--- src/hdl/pdu_pkg.sv ---
// Shared constants and types of the polyline decimation unit.
// No dependencies; used by controller, datapath and top level.
`default_nettype none
package pdu_pkg;
  localparam int MAX_POINTS = 64;
  localparam int IDX_W      = $clog2(MAX_POINTS);
  localparam int CNT_W      = $clog2(MAX_POINTS + 1);
  localparam int COORD_W    = 16;
  localparam int TOL_W      = 15;
  localparam int PT_W       = 2 * COORD_W;

  typedef enum logic [3:0] {
    S_IDLE, S_RD_F, S_RD_L, S_DELTA, S_LEN_MUL, S_LEN_SUM, S_SCAN_RD,
    S_SCAN_SUB, S_SCAN_MUL, S_SCAN_CMP, S_TEST_MUL, S_DECIDE, S_EMIT
  } state_t;

  typedef enum logic [3:0] {
    OP_NONE, OP_APPEND, OP_START, OP_RD_F, OP_RD_L, OP_DELTA, OP_LEN_MUL,
    OP_LEN_SUM, OP_SCAN_RD, OP_SCAN_SUB, OP_SCAN_MUL, OP_SCAN_CMP,
    OP_TEST_MUL, OP_DECIDE, OP_EMIT
  } dp_op_t;

  typedef struct packed {
    logic cnt_zero;
    logic cnt_one;
    logic adjacent;
    logic last_pt;
    logic range_final;
    logic emit_done;
  } dp_status_t;
endpackage
`default_nettype wire

--- src/hdl/pdu_ctrl.sv ---
// Sequencer of the polyline decimation unit: walks ranges, scan, test, emit.
// Depends on pdu_pkg.
`default_nettype none
module pdu_ctrl (
  input  wire logic                clk,
  input  wire logic                rst_n,
  input  wire logic                in_fire,
  input  wire logic                in_run,
  input  wire pdu_pkg::dp_status_t status,
  output logic                     in_ready,
  output pdu_pkg::dp_op_t          op
);
  import pdu_pkg::*;

  state_t state_r, state_nxt;

  always_ff @(posedge clk) begin
    if (!rst_n) begin
      state_r <= S_IDLE;
    end else begin
      state_r <= state_nxt;
    end
  end

  always_comb begin
    state_nxt = state_r;
    op        = OP_NONE;
    in_ready  = 1'b0;
    case (state_r)
      S_IDLE: begin
        in_ready = 1'b1;
        if (in_fire) begin
          if (!in_run) begin
            op = OP_APPEND;
          end else begin
            op = OP_START;
            if (status.cnt_one) state_nxt = S_EMIT;
            else if (!status.cnt_zero) state_nxt = S_RD_F;
          end
        end
      end
      S_RD_F: begin
        op = OP_RD_F;
        state_nxt = S_RD_L;
      end
      S_RD_L: begin
        op = OP_RD_L;
        state_nxt = S_DELTA;
      end
      S_DELTA: begin
        op = OP_DELTA;
        state_nxt = S_LEN_MUL;
      end
      S_LEN_MUL: begin
        op = OP_LEN_MUL;
        state_nxt = S_LEN_SUM;
      end
      S_LEN_SUM: begin
        op = OP_LEN_SUM;
        state_nxt = status.adjacent ? S_TEST_MUL : S_SCAN_RD;
      end
      S_SCAN_RD: begin
        op = OP_SCAN_RD;
        state_nxt = S_SCAN_SUB;
      end
      S_SCAN_SUB: begin
        op = OP_SCAN_SUB;
        state_nxt = S_SCAN_MUL;
      end
      S_SCAN_MUL: begin
        op = OP_SCAN_MUL;
        state_nxt = S_SCAN_CMP;
      end
      S_SCAN_CMP: begin
        op = OP_SCAN_CMP;
        state_nxt = status.last_pt ? S_TEST_MUL : S_SCAN_RD;
      end
      S_TEST_MUL: begin
        op = OP_TEST_MUL;
        state_nxt = S_DECIDE;
      end
      S_DECIDE: begin
        op = OP_DECIDE;
        state_nxt = status.range_final ? S_EMIT : S_RD_F;
      end
      S_EMIT: begin
        op = OP_EMIT;
        if (status.emit_done) state_nxt = S_IDLE;
      end
      default: state_nxt = S_IDLE;
    endcase
  end
endmodule
`default_nettype wire

--- config.mk ---
export PLATFORM = sky130hd
export DESIGN_NAME = pdu_ctrl
export DESIGN_NICKNAME = d
export VERILOG_FILES = /design/src/hdl/pdu_pkg.sv /design/src/hdl/pdu_ctrl.sv
export SDC_FILE = /design/constraint.sdc
export NUM_CORES = 1
export LEC_CHECK = 0
export ABC_CLOCK_PERIOD_IN_PS = 1430
export BUFFER_PORTS_ARGS = -buffer_cell sky130_fd_sc_hd__buf_2
export CAP_MARGIN = 20
export CELL_PAD_IN_SITES_DETAIL_PLACEMENT = 0
export CELL_PAD_IN_SITES_GLOBAL_PLACEMENT = 1
export CORE_AREA = 2 2 39 41
export CTS_BUF_LIST = sky130_fd_sc_hd__clkbuf_4
export CTS_CLUSTER_DIAMETER = 60
export CTS_CLUSTER_SIZE = 24
export DETAILED_ROUTE_END_ITERATION = 8
export DIE_AREA = 0 0 41 43
export MAX_ROUTING_LAYER = met4
export PLACE_DENSITY = 0.65
export SLEW_MARGIN = 20
export SYNTH_ARGS = -nofsm -noshare
export SYNTH_HDL_FRONTEND = slang
export SYNTH_SLANG_ARGS = --single-unit
export TNS_END_PERCENT = 10
--- constraint.sdc ---
create_clock -name clk -period 1.43 [get_ports clk]
set_input_delay 0.0715 -clock clk [delete_from_list [all_inputs] [get_ports clk]]
set_output_delay 0.0715 -clock clk [all_outputs]
set_load 0.03 [all_outputs]
==> impl_metrics.sql <==
INSERT INTO impl_metrics (metric_group, metric, value, unit) VALUES
('outcome', 'run_status', 'complete, no violations', ''),
('timing', 'setup-tns-final', '0', 'ps'),
('timing', 'worst_margin_slew', '304', 'ps'),
('global_routing', 'wire_length_of_the_first_global_routing_pass', '1.75', 'mm'),
('timing', 'timing.slew.headroom', '0.797', ''),
('setup_path', 'worstPathRequired', '1580', 'ps'),
('timing', 'finalCritPeriodShare', '0.987', ''),
('timing', 'finalMaxSlewViolations', '0', ''),
('synth', 'yosys_warnings', '0', ''),
('clock_network', 'cts_setup_buffers', '0', ''),
('power', 'power_density', '2640', 'mW/mm^2'),
('route', 'finalWirelength', '1.11', 'mm'),
('timing', 'setup-violations-final', '0', ''),
('floorplanning', 'die_area', '0.00176', 'mm^2'),
('cells_and_area', 'drive_above_1_share', '0.452', ''),
('cells_and_area', 'most-common-layout-cells', '13 x buf_2, 5 x nand2_1, 5 x o21ai_1, 5 x buf_4', ''),
('cells_and_area', 'regArea', '82.6', 'um^2'),
('placement', 'dp_cells', '86', ''),
('cells_and_area', 'fillCellCount', '145', ''),
('route', 'initialDrtViolationCount', '5', ''),
('setup_path', 'worst-path-buf-inv', '0', ''),
('cells_and_area', 'max_ffs_per_register', '4', ''),
('clock_network', 'cts.sinks', '4', ''),
('cells_and_area', 'fin_cells', '89', ''),
('cells_and_area', 'final_common_cell', 'buf_2', ''),
('global_routing', 'initial_antenna_violation_count', '0', ''),
('route', 'dr_total_vias', '455', ''),
('setup_path', 'timing.critical_path.max_delay_family', 'simple AND/OR/NAND/NOR gates', ''),
('floorplanning', 'die_h', '43', 'um'),
('floorplanning', 'ioPinCount', '15', ''),
('clock_network', 'clk_pin_slew_worst_paths', '40', 'ps'),
('floorplanning', 'start_util', '0.264', ''),
('setup_path', 'critPathKind', 'reg2reg', ''),
('setup_path', 'chain_of_cells_forming_the_critical_path', 'or4b_4 > a21oi_4 > a41oi_1 > a211oi_2', ''),
('cells_and_area', 'finish.net_count', '85', ''),
('global_routing', 'global_route.usage.total', '0.155', ''),
('timing', 'final_critical_path_setup_slack', '18.9', 'ps'),
('flow_run', 'drv.max_cap_violation_count', '0', ''),
('clock_network', 'cts_hold_buf', '0', ''),
('timing', 'finalClockSkew', '1.08', 'ps'),
('cells_and_area', 'multi_input_comb_area', '298', 'um^2'),
('placement', 'gpl.final_weighted_congestion', '0.861', ''),
('setup_path', 'timing.critical_path.arrival', '1560', 'ps'),
('placement', 'dp_hpwl', '828', 'um'),
('floorplanning', 'die_w', '41', 'um'),
('cells_and_area', 'flow.area_growth_from_synthesis', '59.6', '%'),
('floorplanning', 'core.rowCount', '14', ''),
('synth', 'synth_nets', '63', ''),
('timing', 'fmaxAchievable', '709', 'MHz'),
('synth', 'syn-cell-area', '365', 'um^2'),
('synth', 'ys_seq_elements', '4', ''),
('route', 'post-route-drc-count', '0', ''),
('placement', 'pre_cts_slack', '37.7', 'ps'),
('route', 'antenna_violating_nets_post_route', '0', ''),
('power', 'ir_worst_vdd', '0.948', 'mV'),
('timing', 'fin_crit_period', '1410', 'ps'),
('timing', 'report.final.hold_viol_count', '0', ''),
('clock_network', 'clockRootBuffer', 'clkbuf_4', ''),
('cells_and_area', 'final_util', '0.421', ''),
('timing', 'rsz0062_at_grt', 'yes', ''),
('route', 'avgViaCountPerCell', '5.11', ''),
('synth', 'syn-instance-count', '53', ''),
('synth', 'synthesized_area_per_cell', '6.89', 'um^2'),
('clock_network', 'clock_insertion_delay_worst_skew', '240', 'ps'),
('floorplanning', 'fp.coreArea', '0.00138', 'mm^2'),
('synth', 'synth_sequential_area_ratio', '0.219', ''),
('clock_network', 'clk_path_buf_depth', '2', ''),
('cells_and_area', 'biggest_registers_after_layout', 'state_r: 4 flops', ''),
('setup_path', 'crit_fanout', '2', ''),
('route', 'first_pass_iters', '4', ''),
('setup_path', 'timing.critical_path.from_type', 'register', '');
## what timing repair did
action | in CTS | in global routing
cloned | 0 | 0
endpoints found under the setup margin | 2 | 6
resized for setup | 7 | 4
hold endpoints to repair | 0 | 0
pin swaps | 0 | 1
## synth_stat cells
| library cell | count | area share |
|---|---|---|
| a211oi_1 | 1 | 0.021 |
| inv_1 | 4 | 0.041 |
| buf_2 | 2 | 0.027 |
| a22o_1 | 1 | 0.024 |
| nor4b_1 | 1 | 0.024 |
| nor2b_1 | 3 | 0.051 |
| nor2_1 | 4 | 0.041 |
| nand2_1 | 5 | 0.051 |
| a211oi_2 | 1 | 0.034 |
| a2111oi_0 | 1 | 0.024 |
| o31ai_1 | 1 | 0.021 |
| and3_1 | 1 | 0.017 |
| a21oi_1 | 3 | 0.041 |
| nor3_1 | 1 | 0.014 |
| nand3_1 | 1 | 0.014 |
| clkbuf_1 | 2 | 0.021 |
| o21ai_0 | 1 | 0.014 |
| or4b_1 | 1 | 0.027 |
| nor4_1 | 3 | 0.051 |
| a21oi_2 | 1 | 0.024 |
| a41oi_1 | 1 | 0.024 |
| o22ai_1 | 1 | 0.017 |
| dfxtp_1 | 4 | 0.22 |
| a221oi_1 | 1 | 0.024 |
| xor2_1 | 1 | 0.024 |
| nand4_1 | 1 | 0.017 |
| o21ai_1 | 5 | 0.068 |
| a311oi_1 | 1 | 0.024 |
## area by class of cell
cell class,instances,area share
Multi-Input combinational cell,41,0.511
Timing Repair Buffer,21,0.249
Sequential cell,4,0.142
Clock buffer,3,0.0386
Tap cell,16,0.0343
Inverter,4,0.0258
## layer usage
layer	vias to the layer above	part of all wire	global-route usage
li1	241	-	-
met1	201	0.45	0.194
met2	11	0.49	0.206
met3	2	0.047	0.0785
met4	0	0.013	0.0600
met5	-	0	-
## report_power, final
| group | internal (mW) | leakage [nW] | total, mW | switching, mW |
|---|---|---|---|---|
| Sequential | 0.167 | 0.0336 | 0.244 | 0.0772 |
| Combinational | 0.483 | 0.206 | 1.16 | 0.672 |
| Clock | 0.0939 | 0.0138 | 0.142 | 0.0477 |
## logic make-up (layout without fill, tap and decap cells)
kind of cell	count (synthesis)	count (layout)	synth area share
xor+xnor	1	1	0.0240
flops	4	4	0.219
compound gates	19	19	0.360
buf+inv	8	28	0.0890
simple gates	21	21	0.308
## final timing paths
check             start    endpoint  slack, ps  depth (start not counted)
max          state_r[0]  state_r[2]         20                          4
min               rst_n  state_r[3]         80                          3
max reg2reg  state_r[0]  state_r[2]         20                          4
min reg2reg  state_r[3]  state_r[1]        670                          2
## worst min-delay path: stages
cell and delay, ps:
buf_2 110, nand2_1 50, o31ai_1 60
## per-stage QoR
stage | total power [mW] | cell area, um^2
6_report | 1.54 | 583
5_1_grt | 1.67 | 583
4_1_cts | 1.50 | 562
3_5_place_dp | 1.29 | 515
3_3_place_gp | 1.29 | 515
2_1_floorplan | 0.966 | 378
Power figures use the tool's default switching activity.
